[src/sv/i2cm_pkg.sv]
// Shared types and constants for the I2C master byte engine.
// No dependencies; imported by i2cm_core and i2c_master_byte_engine.
package i2cm_pkg;

    // Command codes, also the opcode values on the input word
    typedef enum logic [2:0] {
        CMD_IDLE  = 3'd0,
        CMD_START = 3'd1,
        CMD_WRITE = 3'd2,
        CMD_READ  = 3'd3,
        CMD_STOP  = 3'd4
    } cmd_t;

    // Phase steps; 0..3 are the start/stop condition steps
    localparam logic [2:0] PH_BIT_LOW  = 3'd4;
    localparam logic [2:0] PH_BIT_HIGH = 3'd5;
    localparam logic [2:0] PH_READ_END = 3'd6;

    localparam logic [3:0] BYTE_BITS    = 4'd8;
    localparam logic [6:0] ADDR_RESET   = 7'd79;

    localparam int IN_DATA_W  = 16;
    localparam int OUT_DATA_W = 16;

    // One result word
    typedef struct packed {
        logic [7:0] read_data;
        logic       nack_seen;
        logic       done_res;
        logic       busy_res;
        logic       sda_release;
        logic       scl_out;
    } result_t;

endpackage

[src/sv/i2cm_core.sv]
// Bus phase engine: command/phase state registers and the per-word step logic.
// Depends on i2cm_pkg.
module i2cm_core import i2cm_pkg::*; (
    input  logic       aclk,
    input  logic       aresetn,
    input  logic       step_en,
    input  logic [2:0] opcode,
    input  logic [7:0] tx_byte,
    input  logic       read_not_write,
    input  logic       send_ack,
    input  logic       sda_in,
    input  logic       cfg_we,
    input  logic [6:0] cfg_addr,
    output result_t    result
);

    cmd_t       cmd_reg, cmd_next;
    logic [2:0] phase_reg, phase_next;
    logic [3:0] bits_reg, bits_next;
    logic [7:0] shift_reg, shift_next;
    logic       scl_reg, scl_next;
    logic       sda_reg, sda_next;
    logic       nack_reg, nack_next;
    logic       ack_reg, ack_next;
    logic [7:0] hold_reg, hold_next;
    logic [6:0] addr_reg;
    logic       done;
    logic       opc_valid;

    assign opc_valid = (opcode == CMD_START) || (opcode == CMD_WRITE) ||
                       (opcode == CMD_READ)  || (opcode == CMD_STOP);

    // Command launch, then one bus phase
    always_comb begin
        cmd_next   = cmd_reg;
        phase_next = phase_reg;
        bits_next  = bits_reg;
        shift_next = shift_reg;
        scl_next   = scl_reg;
        sda_next   = sda_reg;
        nack_next  = nack_reg;
        ack_next   = ack_reg;
        hold_next  = hold_reg;
        done       = 1'b0;
        if (step_en) begin
            if (cmd_reg == CMD_IDLE && opc_valid) begin
                cmd_next   = cmd_t'(opcode);
                phase_next = 3'd0;
                case (cmd_t'(opcode))
                    CMD_START: bits_next = {3'b000, read_not_write}; // direction bit parked
                    CMD_WRITE: begin
                        shift_next = tx_byte;
                        bits_next  = BYTE_BITS;
                        phase_next = PH_BIT_LOW;
                    end
                    CMD_READ: begin
                        shift_next = 8'h00;
                        bits_next  = BYTE_BITS;
                        ack_next   = send_ack;
                        phase_next = PH_BIT_LOW;
                    end
                    default: ;
                endcase
            end
            if (cmd_next != CMD_IDLE) begin
                if (phase_next < PH_BIT_LOW &&
                    (cmd_next == CMD_START || cmd_next == CMD_STOP)) begin
                    // start / stop condition steps
                    unique case (phase_next[1:0])
                        2'd0: begin
                            scl_next   = 1'b0;
                            phase_next = phase_next + 3'd1;
                        end
                        2'd1: begin
                            sda_next   = (cmd_next == CMD_START);
                            phase_next = phase_next + 3'd1;
                        end
                        2'd2: begin
                            scl_next   = 1'b1;
                            phase_next = phase_next + 3'd1;
                        end
                        default: begin
                            if (cmd_next == CMD_STOP) begin
                                sda_next   = 1'b1;
                                cmd_next   = CMD_IDLE;
                                phase_next = 3'd0;
                                done       = 1'b1;
                            end else begin
                                sda_next   = 1'b0;
                                shift_next = {addr_reg, bits_next[0]};
                                bits_next  = BYTE_BITS;
                                phase_next = PH_BIT_LOW;
                            end
                        end
                    endcase
                end else if (phase_next == PH_BIT_LOW) begin
                    // low phase: set up SDA
                    scl_next = 1'b0;
                    if (bits_next != 4'd0)
                        sda_next = (cmd_next == CMD_READ) ? 1'b1 : shift_next[7];
                    else
                        sda_next = (cmd_next == CMD_READ) ? ~ack_next : 1'b1;
                    phase_next = PH_BIT_HIGH;
                end else if (phase_next == PH_BIT_HIGH) begin
                    // high phase: sample SDA
                    scl_next = 1'b1;
                    if (bits_next != 4'd0) begin
                        shift_next = {shift_next[6:0],
                                      (cmd_next == CMD_READ) ? sda_in : 1'b0};
                        bits_next  = bits_next - 4'd1;
                        phase_next = PH_BIT_LOW;
                    end else if (cmd_next == CMD_READ) begin
                        phase_next = PH_READ_END;
                    end else begin
                        nack_next  = sda_in;
                        cmd_next   = CMD_IDLE;
                        phase_next = 3'd0;
                        done       = 1'b1;
                    end
                end else if (phase_next == PH_READ_END && cmd_next == CMD_READ) begin
                    scl_next   = 1'b0;
                    sda_next   = 1'b1;
                    hold_next  = shift_next;
                    cmd_next   = CMD_IDLE;
                    phase_next = 3'd0;
                    done       = 1'b1;
                end else begin
                    cmd_next   = CMD_IDLE;
                    phase_next = 3'd0;
                end
            end
        end
    end

    // State registers
    always_ff @(posedge aclk) begin
        if (!aresetn) begin
            cmd_reg   <= CMD_IDLE;
            phase_reg <= 3'd0;
            bits_reg  <= 4'd0;
            shift_reg <= 8'h00;
            scl_reg   <= 1'b1;
            sda_reg   <= 1'b1;
            nack_reg  <= 1'b0;
            ack_reg   <= 1'b0;
            hold_reg  <= 8'h00;
            addr_reg  <= ADDR_RESET;
        end else begin
            cmd_reg   <= cmd_next;
            phase_reg <= phase_next;
            bits_reg  <= bits_next;
            shift_reg <= shift_next;
            scl_reg   <= scl_next;
            sda_reg   <= sda_next;
            nack_reg  <= nack_next;
            ack_reg   <= ack_next;
            hold_reg  <= hold_next;
            if (cfg_we)
                addr_reg <= cfg_addr;
        end
    end

    // Result seen after this word's step
    always_comb begin
        result.scl_out     = scl_next;
        result.sda_release = sda_next;
        result.busy_res    = (cmd_next != CMD_IDLE);
        result.done_res    = done;
        result.nack_seen   = nack_next;
        result.read_data   = hold_next;
    end

endmodule

[src/sv/i2c_master_byte_engine.sv]
// Top level of the I2C master byte engine: stream ports and result buffer.
// Depends on i2cm_pkg and i2cm_core.
// Each input word advances the I2C bus by one phase and yields exactly one
// result word. A word is taken every clock unless the output buffer is full: the
// phase step is a single level of logic from the state registers, and results
// go through a two-entry output buffer, so input keeps flowing for one word
// while a result waits on m_tready. Each result is registered in the buffer.
// The slave address register may be written at any time the engine is idle.
module i2c_master_byte_engine import i2cm_pkg::*; (
    input  logic                  aclk,
    input  logic                  aresetn,
    // opcode[2:0], tx_byte[10:3], read_not_write[11], send_ack[12],
    // sda_in[13], zero[15:14]
    input  logic [IN_DATA_W-1:0]  s_tdata,
    input  logic                  s_tvalid,
    output logic                  s_tready,
    // scl_out[0], sda_release[1], busy_res[2], done_res[3], nack_seen[4],
    // read_data[12:5], zero[15:13]
    output logic [OUT_DATA_W-1:0] m_tdata,
    output logic                  m_tvalid,
    input  logic                  m_tready,
    input  logic [6:0]            cfg_data,
    input  logic                  cfg_valid,
    output logic                  cfg_ready
);

    result_t res;
    result_t head_reg, head_next;
    result_t skid_reg, skid_next;
    logic    head_vld_reg, head_vld_next;
    logic    skid_vld_reg, skid_vld_next;
    logic    push, pop;

    assign s_tready  = ~skid_vld_reg;
    assign cfg_ready = 1'b1;
    assign push      = s_tvalid & s_tready;
    assign pop       = head_vld_reg & m_tready;

    i2cm_core u_core (
        .aclk           (aclk),
        .aresetn        (aresetn),
        .step_en        (push),
        .opcode         (s_tdata[2:0]),
        .tx_byte        (s_tdata[10:3]),
        .read_not_write (s_tdata[11]),
        .send_ack       (s_tdata[12]),
        .sda_in         (s_tdata[13]),
        .cfg_we         (cfg_valid),
        .cfg_addr       (cfg_data),
        .result         (res)
    );

    // Two-entry result buffer
    always_comb begin
        head_next     = head_reg;
        skid_next     = skid_reg;
        head_vld_next = head_vld_reg;
        skid_vld_next = skid_vld_reg;
        if (pop) begin
            if (skid_vld_reg) begin
                head_next     = skid_reg;
                skid_vld_next = 1'b0;
            end else begin
                head_next     = res;
                head_vld_next = push;
            end
        end else if (push) begin
            if (!head_vld_reg) begin
                head_next     = res;
                head_vld_next = 1'b1;
            end else begin
                skid_next     = res;
                skid_vld_next = 1'b1;
            end
        end
    end

    always_ff @(posedge aclk) begin
        if (!aresetn) begin
            head_vld_reg <= 1'b0;
            skid_vld_reg <= 1'b0;
        end else begin
            head_vld_reg <= head_vld_next;
            skid_vld_reg <= skid_vld_next;
        end
    end

    always_ff @(posedge aclk) begin
        head_reg <= head_next;
        skid_reg <= skid_next;
    end

    assign m_tvalid = head_vld_reg;
    assign m_tdata  = {{(OUT_DATA_W - $bits(result_t)){1'b0}}, head_reg};

endmodule
[config.mk]
export PLATFORM = sky130hd
export DESIGN_NAME = i2c_master_byte_engine
export DESIGN_NICKNAME = d
export VERILOG_FILES = /design/src/sv/i2cm_pkg.sv /design/src/sv/i2cm_core.sv /design/src/sv/i2c_master_byte_engine.sv
export SDC_FILE = /design/constraint.sdc
export NUM_CORES = 1
export LEC_CHECK = 0
export BUFFER_PORTS_ARGS = -buffer_cell sky130_fd_sc_hd__buf_2
export CAP_MARGIN = 20
export CORE_ASPECT_RATIO = 0.9
export CORE_UTILIZATION = 52
export DETAILED_ROUTE_END_ITERATION = 6
export HOLD_SLACK_MARGIN = 0.08
export PLACE_DENSITY = 0.73
export SLEW_MARGIN = 25
export SYNTH_ARGS = -nofsm -noshare
export SYNTH_HDL_FRONTEND = slang
export SYNTH_SLANG_ARGS = --single-unit
[constraint.sdc]
create_clock -name aclk -period 3 [get_ports aclk]
set_input_delay 0.3 -clock aclk [delete_from_list [all_inputs] [get_ports aclk]]
set_output_delay 0.3 -clock aclk [all_outputs]
set_load 0.01 [all_outputs]
==> results <==
- The clock insertion delay at the later pin of the skew report is 0.34 ns.
- Across the run, the number of max-cap violations was 0.
- The prevailing post-synth register cell is sky130_fd_sc_hd__dfxtp_1.
- The via count of the first global-routing pass was just over 3000.
- The most numerous cell type found on the critical path is sky130_fd_sc_hd__a21oi_4.
- Yosys mapped the design onto slightly above 60 distinct sky130hd cell types.
- The number of clock sinks seen by CTS is 65.
- The critical path start-end classification is reg -> reg.
- The worst voltage drop across the vdd grid is between 0.2 and 0.3 mV.
- Synthesis produced a netlist whose cell count is 395.
- The kind of start point of the critical path is a flip-flop.
- After detailed routing, the number of remaining DRC violations is 0.
- The average wire per standard cell is ~16 µm.
- Synthesis inferred 65 register bits.
- The via count normalized by instance count is 5.765.
- The CTS tree is done.
- The number of pins exceeding their max-slew limit in the final report was 0.
- STA classifies the critical path endpoint as a flip-flop.
- The cell count of the worst hold path is 3.
- Derived from the worst setup path, the maximum achievable clock frequency is between 0.3 and 0.4 GHz.
- The area growth from synthesis to layout is 23.98%.
- The first global-routing pass estimated 14.67 mm of wire.
- Prior to clock tree synthesis, the placed netlist has a worst setup slack of -0.02777 ns.
- The pin slew with the least headroom to its limit is 0.6678 ns.
- Across all register-to-register paths, the minimum setup slack is just under 0.1 ns.
- The count of nets left with antenna violations once routing finished came out at 0.
- The net count of the finished layout is slightly above 500.
- The critical-path cell with the highest stage delay is sky130_fd_sc_hd__or4_4.
- The minimum clock period after layout is about 2.9 ns.
- After synthesis, flip-flops and latches occupy a little over two fifths of the total area.
- The number of optimization iterations in the first detailed-route pass is 5.
- The H-tree depth reported by CTS is 3.
- The die covers slightly above 7000 µm².
- The initial antenna violation count came to 0.
- The wire-length estimate of the detail-placed layout is just under 7 mm.
- The startpoint of the lowest-slack register-to-register path is u_core.cmd_reg[1].
- The total area of multi-input combinational cells is 1914 µm².
- Setup slack closes at 0.09696 ns.
- The instance area at placement is 4170 µm².
- The flow ran to the end, and the final reports show no timing, DRC or antenna violations.
- For the worst setup path, the data required time is 3.10 ns.
- Dividing total power by cell area gives a power density of 507.6 nW/µm².
- The clock edge transition at the registers on the reported setup and hold paths is 0.08 ns.
- The number of endpoints with negative hold slack in the final report came to 0.
- The final clock period utilization by the worst path is 96.77%.
- Across the whole layout, storage elements account for 1563 µm².
- In this run the worst path has a maximum fanout of 5.
- Leaving out fill and tap cells, the most frequent cell in the layout is sky130_fd_sc_hd__nand2_1.
- The hold path startpoint is cfg_data[3].
- The floorplan die width is 89.40 µm.
- The count of buffers inserted at the top-level ports is 40.
- The all-layer global routing usage is 27.23%.
- From bottom edge to top edge, the die measures 80.66 µm.
- Setup repair after global routing left no endpoint under its margin.
- For this run, the slowest stage of the critical path takes 0.56 ns.
- Final hold analysis gives a worst-case slack of 0.1727 ns.
- The number of ports placed on the die boundary is 47.
- Summing every instance area after synthesis gives 3575 µm².
- The region available for standard cell placement spans 6621 µm².
- The effective utilization at floorplan is a little over half.
- The clock passes through at most 2 buffers.
- The worst hold path terminates at u_core.addr_reg[3].
- The critical path goes through or4_4, or2_4, a21oi_4, ha_2, inv_2, a21oi_4, nand2_2, o211ai_1, nand2_1, a32o_2, o32a_1.
- Setup violations remaining at the end of the flow were counted as 0.
- The class of the worst hold path is in -> reg.
- The total wirelength of the detailed-routed design is 9.265 mm.
- The clock buffer count from CTS is 9.
- The post-route cell area is 4432 µm².
- The count of buffering cells on the critical path with inverters included is 1.
- The mean post-synth cell area is 9.050 µm².
- After synthesis, the share of flip-flops with an asynchronous set or reset is 0%.
- The number of warnings issued by yosys is 0.
- The data arrival time of the critical path is around 3 ns.
- 0 antenna diodes ended up in the layout.
- The number of enable-type register cells in the synthesized netlist is 26.
- Of the cells placed in the final design, the portion with a size suffix greater than 1 is a little under a third.
- The remaining max-slew budget at the tightest pin is ~55%.
- In the layout the commonest cells are sky130_fd_sc_hd__nand2_1, sky130_fd_sc_hd__buf_4, sky130_fd_sc_hd__buf_2, sky130_fd_sc_hd__dfxtp_1, sky130_fd_sc_hd__a21oi_1.
- The endpoint identified for the worst register-to-register timing path is m_tdata[2].
- The number of placement rows is 28.
- Counting cells, the worst reg-to-reg path comes to 11.
- The final weighted congestion in routability-driven placement is around 0.93.
- The iteration-0 DRC count of the detailed router is 205.
- The setup skew after layout is 0.01161 ns.
- The total power is around 2.2 mW.
- The via count is 3269.
- The library cell used as clock root buffer is sky130_fd_sc_hd__clkbuf_8.
- The largest net degree at the start of global routing is just over 40.
- The total global routing overflow is 0.
- The static power due to leakage is 1.944 nW.
- The cell type group with the largest total delay on the critical path is compound AO/OA/AOI/OAI gates.
- The filler cells instantiated in the layout total 572.
==> through the flow <==
stage | utilization (%) | std cells | TNS, ns
finish | 66.93 | 567 | 0
CTS | 66.02 | 566 | 0
global route | 66.93 | 567 | 0
global placement | 62.98 | 550 | -0.002682
detailed placement | 62.98 | 550 | -0.2066
floorplan | - | 397 | -0.004130
==> cells by family (layout without fill, tap and decap cells) <==
family	Yosys count	count (layout)	synth area share, %
flops	65	65	43.68
xor+xnor	2	2	0.4901
buf+inv	42	122	5.460
mux	10	10	2.835
simple gates	147	147	21.77
other cells	2	4	0.2101
compound gates	121	121	23.45
fa+ha+maj	6	6	2.100
==> layout make-up <==
type	count	share of cell area, %
clock inverter	7	1.750
sequential	65	35.26
timing repair buffer	87	12.85
inverter	19	1.609
multi-input combinational	290	43.20
tap	90	2.541
clock buffer	9	2.795
==> cells in the mapped netlist, types with 3 or more instances <==
library cell / instances / area [µm²]
sky130_fd_sc_hd__o211ai_1: 4 / 30.03
sky130_fd_sc_hd__nand3_1: 8 / 40.04
sky130_fd_sc_hd__o21ai_0: 20 / 100.1
sky130_fd_sc_hd__nor2_1: 22 / 82.58
sky130_fd_sc_hd__nand2_2: 7 / 43.79
sky130_fd_sc_hd__nor3_1: 6 / 30.03
sky130_fd_sc_hd__buf_4: 4 / 30.03
sky130_fd_sc_hd__edfxtp_1: 26 / 780.8
sky130_fd_sc_hd__or2_2: 5 / 31.28
sky130_fd_sc_hd__nor2b_1: 17 / 106.4
sky130_fd_sc_hd__a31oi_1: 5 / 31.28
sky130_fd_sc_hd__a211oi_1: 3 / 22.52
sky130_fd_sc_hd__o21ai_2: 7 / 61.31
sky130_fd_sc_hd__o21ai_1: 9 / 45.04
sky130_fd_sc_hd__ha_1: 6 / 75.07
sky130_fd_sc_hd__buf_6: 3 / 33.78
sky130_fd_sc_hd__inv_1: 19 / 71.32
sky130_fd_sc_hd__nor3b_1: 3 / 22.52
sky130_fd_sc_hd__a21oi_1: 29 / 145.1
sky130_fd_sc_hd__o21a_1: 3 / 22.52
sky130_fd_sc_hd__a21boi_0: 3 / 22.52
sky130_fd_sc_hd__mux2i_1: 9 / 90.09
sky130_fd_sc_hd__or3_1: 4 / 25.02
sky130_fd_sc_hd__nand2b_1: 4 / 25.02
sky130_fd_sc_hd__dfxtp_1: 39 / 780.8
sky130_fd_sc_hd__o211a_1: 8 / 80.08
sky130_fd_sc_hd__nand2_1: 48 / 180.2
sky130_fd_sc_hd__and2_1: 4 / 25.02
sky130_fd_sc_hd__clkbuf_1: 15 / 56.30
sky130_fd_sc_hd__and3_1: 9 / 56.30
sky130_fd_sc_hd__o221ai_1: 7 / 61.31
==> worst min-delay path, cell delays in order <==
cell and delay [ns]:
sky130_fd_sc_hd__buf_2 0.08, sky130_fd_sc_hd__mux2i_1 0.05, sky130_fd_sc_hd__nand2_1 0.06
==> worst max-delay path by stage <==
stage / slack (ns) / startpoint / cells past startpoint / endpoint
floorplan: -0.004 / u_core.cmd_reg[1] / 13 / m_tdata[2]
global placement: -0.003 / s_tdata[2] / 12 / m_tdata[2]
detailed placement: -0.03 / s_tdata[2] / 12 / m_tdata[4]
CTS: 0.05 / u_core.cmd_reg[2] / 13 / u_core.hold_reg[0]
global route: 0.01 / u_core.cmd_reg[2] / 13 / u_core.hold_reg[0]
finish: 0.1 / u_core.cmd_reg[1] / 11 / m_tdata[2]
==> where the power goes <==
part	total (mW)	internal, mW	switching [mW]
clock network	0.762	0.392	0.369
registers	1.00	0.973	0.0293
logic	0.486	0.205	0.281
==> routing by layer <==
layer	up-vias	share of wire, %	GRT usage, %	wire, µm
met1	1547	47	38.27	4350
li1	1582	-	-	-
met5	-	0	0	0
met2	121	46	40.84	4264
met4	0	1.6	9.841	144
met3	19	5.5	5.858	507
==> timing repair <==
item | 4_1_cts | 5_1_grt
endpoints found under the hold margin | 0 | 0
hold buffers | 0 | 0
endpoints found under the setup margin | 0 | 31
buffers inserted | 0 | 1
resized for setup | 0 | 12
(Power assumes the default switching activity.)
